## src/rtl/chbg_pkg.sv

```systemverilog
`timescale 1ns / 1ps

package chbg_pkg;

   localparam int MAX_BATCHES_DEFAULT = 64;
   localparam int BATCH_INDEX_W = 6;
   localparam int HASH_W = 64;
   localparam int COUNT_W = 32;

   // The three size fields of one mesh and its content hash.
   typedef struct packed {
      logic [HASH_W-1:0]  mesh_hash;
      logic [COUNT_W-1:0] position_count;
      logic [COUNT_W-1:0] normal_count;
      logic [COUNT_W-1:0] index_count;
   } mesh_type;

   // Per-batch update strobes, applied in this order: clear, drop, write.
   typedef struct packed {
      logic clear;
      logic drop;
      logic write;
   } cell_ctrl_type;

   typedef struct packed {
      logic own;
      logic key_hit;
      logic size_hit;
   } cell_status_type;

endpackage

```

## src/rtl/chbg_cell.sv

```systemverilog
`timescale 1ns / 1ps

module chbg_cell
   import chbg_pkg::*;
(
   input  logic            clock,
   input  logic            reset,
   input  cell_ctrl_type   ctrl,
   input  mesh_type        mesh,
   output cell_status_type status
);

   logic     own_ff;
   logic     own_in;
   mesh_type entry_ff;

   always_comb begin
      own_in = own_ff;
      if (ctrl.clear) begin
         own_in = 1'b0;
      end
      if (ctrl.drop) begin
         own_in = 1'b0;
      end
      if (ctrl.write) begin
         own_in = 1'b1;
      end
   end

   always_ff @(posedge clock) begin
      if (reset) begin
         own_ff <= 1'b0;
      end else begin
         own_ff <= own_in;
      end
   end

   // The stored hash and sizes are only looked at while the entry is owned.
   always_ff @(posedge clock) begin
      if (ctrl.write) begin
         entry_ff <= mesh;
      end
   end

   always_comb begin
      status.own      = own_ff;
      status.key_hit  = own_ff && (entry_ff.mesh_hash == mesh.mesh_hash);
      status.size_hit = status.key_hit
                        && (entry_ff.position_count == mesh.position_count)
                        && (entry_ff.normal_count == mesh.normal_count)
                        && (entry_ff.index_count == mesh.index_count);
   end

endmodule

```

## config.mk

```make
export PLATFORM = sky130hd
export DESIGN_NAME = chbg_cell
export DESIGN_NICKNAME = d
export VERILOG_FILES = /design/src/rtl/chbg_pkg.sv /design/src/rtl/chbg_cell.sv
export SDC_FILE = /design/constraint.sdc
export NUM_CORES = 1
export LEC_CHECK = 0
export ABC_CLOCK_PERIOD_IN_PS = 5300
export BUFFER_PORTS_ARGS = -buffer_cell sky130_fd_sc_hd__buf_2
export CORE_ASPECT_RATIO = 1.75
export CORE_MARGIN = 2
export CORE_UTILIZATION = 49
export CTS_BUF_LIST = sky130_fd_sc_hd__clkbuf_8
export DETAILED_ROUTE_END_ITERATION = 10
export GPL_TIMING_DRIVEN = 0
export PLACE_DENSITY = 0.75
export SYNTH_ARGS = -nofsm -noshare
export SYNTH_HDL_FRONTEND = slang
export SYNTH_SLANG_ARGS = --single-unit
```

## constraint.sdc

```tcl
create_clock -name clock -period 5.3 [get_ports clock]
set_input_delay 1.59 -clock clock [delete_from_list [all_inputs] [get_ports clock]]
set_output_delay 1.59 -clock clock [all_outputs]
set_load 0.05 [all_outputs]
```

Word-level counts from Yosys, hierarchy flattened --
Cells that the tools add are included.
Storage, ports and cells: word-level logic and storage cells 17, memories 0, bits in writable memories 0, ROM bits 0, latch bits 0, input bits 165, output and inout bits 3, flip-flop bits (word level) 161
Operators by class: bitwise gates (word level) 0, muxes and demuxes 3, div/mod/pow operators 0, multiply operators 0, add/subtract/negate cells 0, equality and inequality tests 4, $lt $le $gt $ge 0, shift-type cells 0, reductions and logical operators 5
Operators by type and width (number):
- 32-bit equality test | 3
- 64-bit equality test | 1
- 1-bit logical AND | 4
- 1-bit two-way mux | 3
- 3-bit nonzero test | 1

Depth between registers and ports, before layout --
Gate-level depths: netlist of run 1.
depth after elaboration 5, gate-level depth with buffers 5, depth with buffers taken out 5

Least setup slack after synthesis of run 1 --
OpenSTA, ideal clock, no wires.
kind input to output, start in mesh[102] in the netlist's numbering, end out status[0] in the netlist's numbering, setup slack -140 ps, required time 3710 ps, buffers on the path 0, stages 5, data arrival time 3850 ps, cell sequence xnor2_1 -> o221ai_1 -> or4_1 -> or4_4 -> nor4_2
RTL lines:
- from (decl) | line chbg_cell.sv:9 | input mesh_type mesh,
- to (decl) | line chbg_cell.sv:10 | output cell_status_type status

==> impl_metrics.prom, run 1 <==
# TYPE chip_impl_metric gauge
chip_impl_metric{name="pwr-share-clk",unit="%"} 34.4
chip_impl_metric{name="pwr-share-comb",unit="%"} 9.7
chip_impl_info{name="synth_top_family_by_area",value="XOR/XNOR gates"} 1
chip_impl_metric{name="switching_share",unit="%"} 23.03
chip_impl_metric{name="core_region_area",unit="mm2"} 0.01331
chip_impl_metric{name="syn2layout_area_growth",unit="%"} 23.16
chip_impl_metric{name="clkTransAtPathRegs",unit="ns"} 0.09
chip_impl_metric{name="synth_mux_area_share",unit="%"} 0
chip_impl_metric{name="cap_violations",unit=""} 0
chip_impl_metric{name="grt_remaining_overflow",unit=""} 0
chip_impl_metric{name="numCtsBuffers",unit=""} 17
chip_impl_metric{name="initial_utilization",unit="%"} 49.83
chip_impl_metric{name="synthesis.area",unit="mm2"} 0.006634
chip_impl_metric{name="clk_latency",unit="ns"} 0.43
chip_impl_metric{name="cp_num_buf_inv",unit=""} 2
chip_impl_metric{name="floorplan.die_area",unit="mm2"} 0.01452
chip_impl_metric{name="wl_per_cell",unit="um"} 16.06
chip_impl_metric{name="cts_setup_buffers",unit=""} 0
chip_impl_metric{name="final_max_slew_viol_count",unit=""} 0
chip_impl_metric{name="grt.met1_usage",unit="%"} 19.46
chip_impl_metric{name="route.detailed.vias_per_inst",unit=""} 5.069
chip_impl_metric{name="reg2regPathDepth",unit=""} 2
chip_impl_info{name="holdCritStartpoint",value="own_ff$_SDFFE_PP0P_"} 1
chip_impl_metric{name="synth_seq_area_share",unit="%"} 72.73
chip_impl_metric{name="globalplace.congestion",unit=""} 0.8449
chip_impl_metric{name="global_route.usage.met2",unit="%"} 30.71
chip_impl_metric{name="timing.critical_path.fanout_max",unit=""} 2
chip_impl_info{name="hp_class",value="flip-flop to flip-flop"} 1
chip_impl_metric{name="timing.final.hold_violations",unit=""} 0
chip_impl_metric{name="clock_tree.buffer_depth",unit=""} 2
chip_impl_info{name="list_of_cells_traversed_by_the_critical_path",value="buf_2, xnor2_1, o221ai_1, or4_1, or4_4, nor4_4, buf_4"} 1
chip_impl_info{name="grt-busiest-layer",value="met2"} 1
chip_impl_info{name="reg2reg_capture_point",value="own_ff$_SDFFE_PP0P_"} 1
chip_impl_metric{name="post_route_fraction_of_the_period_consumed_by_the_critical_path",unit="%"} 98.41
chip_impl_info{name="critical_path.reg2reg.startpoint",value="own_ff$_SDFFE_PP0P_"} 1
chip_impl_metric{name="p_leak",unit="nW"} 2.923
chip_impl_info{name="synth.largest_area_cell",value="sky130_fd_sc_hd__edfxtp_1"} 1
chip_impl_metric{name="finClkSkew",unit="ns"} 0
chip_impl_info{name="mostFrequentLayoutCells",value="sky130_fd_sc_hd__buf_2 (165), sky130_fd_sc_hd__edfxtp_1 (160), sky130_fd_sc_hd__xnor2_1 (139)"} 1
chip_impl_info{name="crit_type",value="input port to output pin"} 1
chip_impl_info{name="largest_cells_by_area_after_synthesis",value="sky130_fd_sc_hd__edfxtp_1 (72%), sky130_fd_sc_hd__xnor2_1 (18%), sky130_fd_sc_hd__nand4_1 (3.5%)"} 1
chip_impl_metric{name="initialDrtViolationCount",unit=""} 147
chip_impl_metric{name="fp-row-count",unit=""} 56
chip_impl_metric{name="first_pass_grt_wire_length",unit="um"} 19180
chip_impl_info{name="run_status",value="finished clean"} 1
chip_impl_metric{name="synth_fa_ha_area_share",unit="%"} 0
chip_impl_metric{name="nFillCells",unit=""} 1053
chip_impl_info{name="rsz0062_at_grt",value="false"} 1
chip_impl_metric{name="relSlewSlack",unit="%"} 60.25
chip_impl_metric{name="holdPathStages",unit=""} 2
chip_impl_metric{name="power.density_cell_area",unit="mW/mm2"} 340.7
chip_impl_metric{name="cts.repair.resized",unit=""} 0
chip_impl_metric{name="max_slew.worst_pin.slew",unit="ns"} 0.5963
chip_impl_metric{name="synthXorXnorAreaFrac",unit="%"} 19.28
chip_impl_metric{name="ff_latch_area",unit="mm2"} 0.004825
chip_impl_info{name="commonest_non_fill_non_tap_cell_in_the_layout",value="sky130_fd_sc_hd__buf_2"} 1
chip_impl_metric{name="first_global_vias",unit=""} 4085
chip_impl_metric{name="postSynthCellCount",unit=""} 393
chip_impl_metric{name="totalNegativeSetupSlack",unit="ns"} 0
chip_impl_metric{name="yosys_warnings",unit=""} 0
chip_impl_metric{name="nets",unit=""} 745
chip_impl_metric{name="antenna_violations_before_repair",unit=""} 3
chip_impl_metric{name="die_x",unit="um"} 91.96
chip_impl_metric{name="final_critical_path_setup_slack",unit="ns"} 0.08414
chip_impl_info{name="setup.worst_path.end_class",value="output pin"} 1
chip_impl_metric{name="boundaryPins",unit=""} 168
chip_impl_metric{name="first_pass_iteration_count_of_the_detailed_router",unit=""} 4
chip_impl_metric{name="final-setup-viol-count",unit=""} 0
chip_impl_metric{name="postSynthAreaPerCell",unit="um2"} 16.88
chip_impl_metric{name="synth_compound_gate_area_share",unit="%"} 1.792
chip_impl_metric{name="timing.reg2reg.setup_slack",unit="ns"} 4.69
chip_impl_metric{name="worst_ep_required_time",unit="ns"} 3.71
chip_impl_metric{name="cts_hold_repair.buffers",unit=""} 0
chip_impl_metric{name="count_of_port_buffers_added_during_placement",unit=""} 167
chip_impl_info{name="cpLargestDelayFamily",value="simple AND/OR/NAND/NOR gates"} 1
chip_impl_info{name="timing.critical_path.slowest_stage_cell",value="sky130_fd_sc_hd__or4_4"} 1
chip_impl_metric{name="multi_input_area",unit="mm2"} 0.001758
chip_impl_metric{name="via_count",unit=""} 3903
chip_impl_metric{name="synth.lib_cells_used.distinct",unit=""} 26
chip_impl_info{name="cts_root_buf",value="sky130_fd_sc_hd__clkbuf_8"} 1
chip_impl_info{name="min_delay_worst_endpoint",value="own_ff$_SDFFE_PP0P_"} 1
chip_impl_metric{name="ant_nets",unit=""} 0
chip_impl_metric{name="fmax",unit="MHz"} 191.7
chip_impl_metric{name="power_report.internal_total",unit="mW"} 2.142
chip_impl_metric{name="worst_path_largest_cell_delay",unit="ns"} 0.57
chip_impl_info{name="tritoncts",value="done"} 1
chip_impl_metric{name="synth_simple_gate_area_share",unit="%"} 5.300
chip_impl_metric{name="grt_max_degree",unit=""} 99
chip_impl_metric{name="ys_ff_latch",unit=""} 161
chip_impl_metric{name="cts-htree-levels",unit=""} 4
chip_impl_metric{name="hpwl",unit="um"} 9406
chip_impl_metric{name="power.ir.vdd_worst",unit="uV"} 249.0
chip_impl_metric{name="place_ws",unit="ns"} 0.008874
chip_impl_metric{name="gr-usage-met3",unit="%"} 4.855
chip_impl_metric{name="synthDominantCellAreaShare",unit="%"} 72.43
chip_impl_metric{name="routed_wl",unit="um"} 12370
chip_impl_metric{name="power_frac_seq",unit="%"} 55.9
chip_impl_metric{name="timing.final.crit_period",unit="ns"} 5.216
chip_impl_metric{name="netSwitchingPower",unit="mW"} 0.6412
chip_impl_metric{name="post_route_cells_drive_above_1_share",unit="%"} 34.23
chip_impl_metric{name="syn_nets",unit=""} 558
chip_impl_metric{name="worst_ep_arrival_time",unit="ns"} 3.63
chip_impl_info{name="crit_path_start_kind",value="input port"} 1
chip_impl_metric{name="worst_hold_slack",unit="ns"} 0.5376
chip_impl_metric{name="drc_errors",unit=""} 0
chip_impl_metric{name="fp.dieH",unit="um"} 157.9
chip_impl_metric{name="cts.sink_count",unit=""} 161
chip_impl_metric{name="grt.total_usage",unit="%"} 17.32
## flip-flops by register name (all words and copies together), names as in the netlist
register and flops:
entry_ff 160, own_ff 1
## power by group through the flow
stage / Clock (mW) / Sequential (mW) / Combinational, mW
global route: 1.04 / 1.57 / 0.297
finish: 0.959 / 1.56 / 0.269
detailed placement: 0 / 1.59 / 0.272
CTS: 0.990 / 1.56 / 0.273
floorplan: 0 / 1.58 / 0.140
global placement: 0 / 1.59 / 0.257
## cell usage after synthesis
cell type,n
sky130_fd_sc_hd__or4_4,1
sky130_fd_sc_hd__o2bb2ai_1,2
sky130_fd_sc_hd__o22ai_1,3
sky130_fd_sc_hd__inv_1,11
sky130_fd_sc_hd__a222oi_1,1
sky130_fd_sc_hd__nor4_1,9
sky130_fd_sc_hd__xnor2_1,139
sky130_fd_sc_hd__or4_1,2
sky130_fd_sc_hd__nand2_1,1
sky130_fd_sc_hd__a221oi_1,1
sky130_fd_sc_hd__nor3_1,1
sky130_fd_sc_hd__xor2_1,7
sky130_fd_sc_hd__a2bb2oi_1,1
sky130_fd_sc_hd__a22oi_1,3
sky130_fd_sc_hd__edfxtp_1,160
sky130_fd_sc_hd__o221a_1,1
sky130_fd_sc_hd__nand3_1,1
sky130_fd_sc_hd__a21oi_1,1
sky130_fd_sc_hd__nand4_1,37
sky130_fd_sc_hd__o221ai_1,1
sky130_fd_sc_hd__clkinv_1,3
sky130_fd_sc_hd__nor2_1,3
sky130_fd_sc_hd__buf_4,1
sky130_fd_sc_hd__nor4_2,1
sky130_fd_sc_hd__dfxtp_1,1
sky130_fd_sc_hd__o211ai_1,1
## worst min-delay path, cell delays in order (launching register included)
cell                      delay [ns]
sky130_fd_sc_hd__dfxtp_1        0.34
sky130_fd_sc_hd__a21oi_1        0.13
sky130_fd_sc_hd__nor2_1         0.04
## cell type report
class	count	share of cell area (%)
Inverter	14	0.6432
Clock inverter	15	2.404
Multi-Input combinational cell	217	21.52
Timing Repair Buffer	168	10.67
Antenna cell	3	0.09188
Buffer	1	0.09188
Sequential cell	161	59.05
Clock buffer	17	2.864
Tap cell	174	2.665
## cells by family after synthesis
group | Yosys count
compound gates | 15
flops | 161
simple gates | 56
xor+xnor | 146
buf+inv | 15
## worst max-delay path by stage
stage              start         to  depth (start not counted)
2_1_floorplan  mesh[102]  status[1]                          5
3_3_place_gp   mesh[102]  status[0]                          7
3_5_place_dp   mesh[102]  status[0]                          7
4_1_cts        mesh[102]  status[0]                          7
5_1_grt        mesh[102]  status[0]                          7
6_report       mesh[102]  status[0]                          7
## routing by layer
| metal | up-vias | share of wire (%) |
|---|---|---|
| met1 | 1890 | 38 |
| met2 | 134 | 54 |
| met4 | 0 | 1.8 |
| li1 | 1866 | - |
| met3 | 13 | 5.9 |
| met5 | - | 0 |
## metrics by stage
| step | power, mW | util, % | cells | area, um2 |
|---|---|---|---|---|
| 6_report | 2.784 | 61.37 | 770 | 8170 |
| 5_1_grt | 2.900 | 61.35 | 769 | 8168 |
| 4_1_cts | 2.820 | 61.30 | 767 | 8160 |
| 3_5_place_dp | 1.859 | 58.06 | 735 | 7730 |
| 3_3_place_gp | 1.842 | 57.81 | 734 | 7696 |
| 2_1_floorplan | 1.716 | - | 393 | 6643 |
Power figures use the tool's default switching activity.
==> run 2: changes to the inputs <==
--- a/config.mk
+++ b/config.mk
@@ -7,3 +7,2 @@
 export LEC_CHECK = 0
-export ABC_CLOCK_PERIOD_IN_PS = 5300
 export BUFFER_PORTS_ARGS = -buffer_cell sky130_fd_sc_hd__buf_2
--- a/constraint.sdc
+++ b/constraint.sdc
@@ -3,2 +3,2 @@
 set_output_delay 1.59 -clock clock [all_outputs]
-set_load 0.05 [all_outputs]
+set_load 0.02 [all_outputs]
==> run 2 against run 1 <==
  * Routed wire length up 2.3%
  * Combinational power about the same
  * Largest cell class unchanged
  * Die area unchanged
  * Worst setup slack better by 0.081 ns
  * Sequential power about the same
  * First-iteration DRC count up 22%
  * Sequential cell count unchanged
  * Clock-buffer cell count unchanged
  * Largest power group unchanged
  * Non-clock buffer count unchanged
  * Fmax up 1.6%
  * Critical path depth unchanged
==> impl_metrics.prom, run 2 (same netlist as run 1, synthesis figures left out) <==
# TYPE chip_impl_metric gauge
chip_impl_metric{name="reg2regPathDepth",unit=""} 2
chip_impl_metric{name="power.density_cell_area",unit="mW/mm2"} 324.6
chip_impl_metric{name="grt.met1_usage",unit="%"} 19.71
chip_impl_metric{name="place_ws",unit="ns"} 0.1789
chip_impl_metric{name="timing.reg2reg.setup_slack",unit="ns"} 4.68
chip_impl_metric{name="routed_wl",unit="um"} 12660
chip_impl_info{name="mostFrequentLayoutCells",value="sky130_fd_sc_hd__buf_2 (166), sky130_fd_sc_hd__edfxtp_1 (160), sky130_fd_sc_hd__xnor2_1 (139)"} 1
chip_impl_info{name="endpoint_of_the_most_critical_setup_path",value="status[0]"} 1
chip_impl_metric{name="ant_nets",unit=""} 0
chip_impl_metric{name="gr-usage-met3",unit="%"} 5.093
chip_impl_info{name="rsz0062_at_grt",value="false"} 1
chip_impl_metric{name="global_route.usage.met2",unit="%"} 32.91
chip_impl_metric{name="power_frac_seq",unit="%"} 59.4
chip_impl_metric{name="pwr-share-clk",unit="%"} 30.3
chip_impl_metric{name="final_critical_path_setup_slack",unit="ns"} 0.1654
chip_impl_metric{name="grt_max_degree",unit=""} 94
chip_impl_metric{name="hpwl",unit="um"} 9634
chip_impl_metric{name="first_global_vias",unit=""} 4094
chip_impl_metric{name="cap_violations",unit=""} 0
chip_impl_info{name="top_regs",value="entry_ff x160, own_ff x1"} 1
chip_impl_metric{name="fp.dieH",unit="um"} 157.9
chip_impl_metric{name="p_leak",unit="nW"} 2.860
chip_impl_metric{name="post-route-cell-area",unit="mm2"} 0.008070
chip_impl_info{name="reg2reg_capture_point",value="own_ff$_SDFFE_PP0P_"} 1
chip_impl_metric{name="post_route_cells_drive_above_1_share",unit="%"} 33.73
chip_impl_info{name="critical_path.reg2reg.startpoint",value="own_ff$_SDFFE_PP0P_"} 1
chip_impl_metric{name="placement.cell_area",unit="mm2"} 0.007721
chip_impl_metric{name="power.total",unit="mW"} 2.620
chip_impl_metric{name="fmax",unit="MHz"} 194.8
chip_impl_metric{name="clock_tree.buffer_depth",unit=""} 2
chip_impl_metric{name="post-place-cells",unit=""} 735
chip_impl_metric{name="final_max_slew_viol_count",unit=""} 0
chip_impl_metric{name="final-setup-viol-count",unit=""} 0
chip_impl_metric{name="cts.sink_count",unit=""} 161
chip_impl_metric{name="largest_register_ffs",unit=""} 160
chip_impl_metric{name="relSlewSlack",unit="%"} 57.37
chip_impl_metric{name="power_report.internal_total",unit="mW"} 1.988
chip_impl_metric{name="max_slew.worst_pin.slew",unit="ns"} 0.6394
chip_impl_metric{name="core_region_area",unit="mm2"} 0.01331
chip_impl_info{name="run_status",value="finished clean"} 1
chip_impl_metric{name="die_x",unit="um"} 91.96
chip_impl_metric{name="instances_no_fill",unit=""} 768
chip_impl_info{name="worst_setup_path_startpoint",value="mesh[102]"} 1
chip_impl_info{name="cts_root_buf",value="sky130_fd_sc_hd__clkbuf_8"} 1
chip_impl_metric{name="route.detailed.vias_per_inst",unit=""} 5.051
chip_impl_metric{name="initial_utilization",unit="%"} 49.83
chip_impl_metric{name="count_of_port_buffers_added_during_placement",unit=""} 167
chip_impl_metric{name="netSwitchingPower",unit="mW"} 0.6317
chip_impl_metric{name="timing.critical_path.fanout_max",unit=""} 2
chip_impl_metric{name="cts_hold_repair.buffers",unit=""} 0
chip_impl_info{name="grt-busiest-layer",value="met2"} 1
chip_impl_info{name="commonest_non_fill_non_tap_cell_in_the_layout",value="sky130_fd_sc_hd__buf_2"} 1
chip_impl_metric{name="nets",unit=""} 745
chip_impl_metric{name="timing.final.hold_violations",unit=""} 0
chip_impl_metric{name="finClkSkew",unit="ns"} 0
chip_impl_metric{name="timing.final.crit_period",unit="ns"} 5.135
chip_impl_metric{name="antenna_violations_before_repair",unit=""} 1
chip_impl_metric{name="globalplace.congestion",unit=""} 0.7963
chip_impl_metric{name="switching_share",unit="%"} 24.11
chip_impl_info{name="holdCritStartpoint",value="own_ff$_SDFFE_PP0P_"} 1
chip_impl_metric{name="totalNegativeSetupSlack",unit="ns"} 0
chip_impl_metric{name="cts_setup_buffers",unit=""} 0
chip_impl_metric{name="first_pass_grt_wire_length",unit="um"} 19640
chip_impl_metric{name="pwr-share-comb",unit="%"} 10.3
chip_impl_metric{name="cts.repair.resized",unit=""} 0
chip_impl_metric{name="post_route_fraction_of_the_period_consumed_by_the_critical_path",unit="%"} 96.88
chip_impl_metric{name="initialDrtViolationCount",unit=""} 179
chip_impl_metric{name="power.ir.vdd_worst",unit="uV"} 294.5
chip_impl_metric{name="grt_remaining_overflow",unit=""} 0
chip_impl_metric{name="fp-row-count",unit=""} 56
chip_impl_metric{name="via_count",unit=""} 3879
chip_impl_metric{name="grt.total_usage",unit="%"} 17.98
chip_impl_metric{name="clk_latency",unit="ns"} 0.42
chip_impl_info{name="hp_class",value="flip-flop to flip-flop"} 1
chip_impl_info{name="regMostFlops",value="entry_ff"} 1
chip_impl_metric{name="floorplan.die_area",unit="mm2"} 0.01452
chip_impl_info{name="tritoncts",value="done"} 1
chip_impl_metric{name="cts-htree-levels",unit=""} 4
chip_impl_metric{name="wl_per_cell",unit="um"} 16.48
chip_impl_metric{name="first_pass_iteration_count_of_the_detailed_router",unit=""} 5
chip_impl_info{name="crit_type",value="input port to output pin"} 1
chip_impl_metric{name="syn2layout_area_growth",unit="%"} 21.65
chip_impl_metric{name="numCtsBuffers",unit=""} 17
chip_impl_metric{name="worst_ep_arrival_time",unit="ns"} 3.54
chip_impl_metric{name="worst_ep_required_time",unit="ns"} 3.71
chip_impl_info{name="setup.worst_path.end_class",value="output pin"} 1
chip_impl_metric{name="clkTransAtPathRegs",unit="ns"} 0.08
chip_impl_info{name="crit_path_start_kind",value="input port"} 1
chip_impl_metric{name="boundaryPins",unit=""} 168
chip_impl_metric{name="drc_errors",unit=""} 0
[run 2: changes by cell type in the layout (fill, tap and decap cells not counted), moves of 2 or more]
cell,before,now
sky130_fd_sc_hd__bufinv_16,3,0
sky130_fd_sc_hd__clkinvlp_4,2,5
sky130_fd_sc_hd__diode_2,3,1
sky130_fd_sc_hd__inv_1,11,13
sky130_fd_sc_hd__inv_8,3,1
[run 2: final cells by class]
type	instances	area [um2]
Fill cell	1070	5243
Sequential cell	161	4825
Multi-Input combinational cell	217	1749
Timing Repair Buffer	168	869.6
Clock buffer	17	234.0
Tap cell	174	217.7
Clock inverter	15	112.6
Inverter	14	52.55
Buffer	1	7.507
Antenna cell	1	2.502
[run 2: metrics by stage]
step,hold slack [ns],utilization [%]
after global placement,0.5176,57.74
after CTS,0.5498,60.60
after detailed placement,0.5353,58.00
after floorplan,0.4747,-
after global routing,0.5946,60.62
final,0.5484,60.62
[run 2: power groups by stage]
stage               Sequential (mW)  Combinational [mW]  Clock, mW
global placement               1.59               0.256          0
floorplan                      1.58               0.139          0
CTS                            1.56               0.273      0.822
detailed placement             1.59               0.271          0
finish                         1.56               0.269      0.795
global route                   1.57               0.296      0.879
[run 2: how the worst min path moves through the flow]
stage / to / slack (ns) / cells past startpoint
6_report: own_ff$_SDFFE_PP0P_ / 0.55 / 2
3_5_place_dp: own_ff$_SDFFE_PP0P_ / 0.54 / 2
2_1_floorplan: own_ff$_SDFFE_PP0P_ / 0.47 / 2
3_3_place_gp: own_ff$_SDFFE_PP0P_ / 0.52 / 2
5_1_grt: own_ff$_SDFFE_PP0P_ / 0.59 / 2
4_1_cts: own_ff$_SDFFE_PP0P_ / 0.55 / 2
[run 2: critical path: stages]
cell	delay (ns)
sky130_fd_sc_hd__buf_2	0.11
sky130_fd_sc_hd__xnor2_1	0.16
sky130_fd_sc_hd__o221ai_1	0.14
sky130_fd_sc_hd__or4_1	0.54
sky130_fd_sc_hd__or4_4	0.55
sky130_fd_sc_hd__nor4_2	0.25
sky130_fd_sc_hd__buf_2	0.21
[run 2: layer usage]
| metal | routed length [um] | up-vias | part of all wire, % |
|---|---|---|---|
| met2 | 7096 | 117 | 56 |
| met5 | 0 | - | 0 |
| met3 | 636 | 10 | 5.0 |
| met1 | 4753 | 1891 | 38 |
| met4 | 171 | 0 | 1.4 |
| li1 | - | 1861 | - |
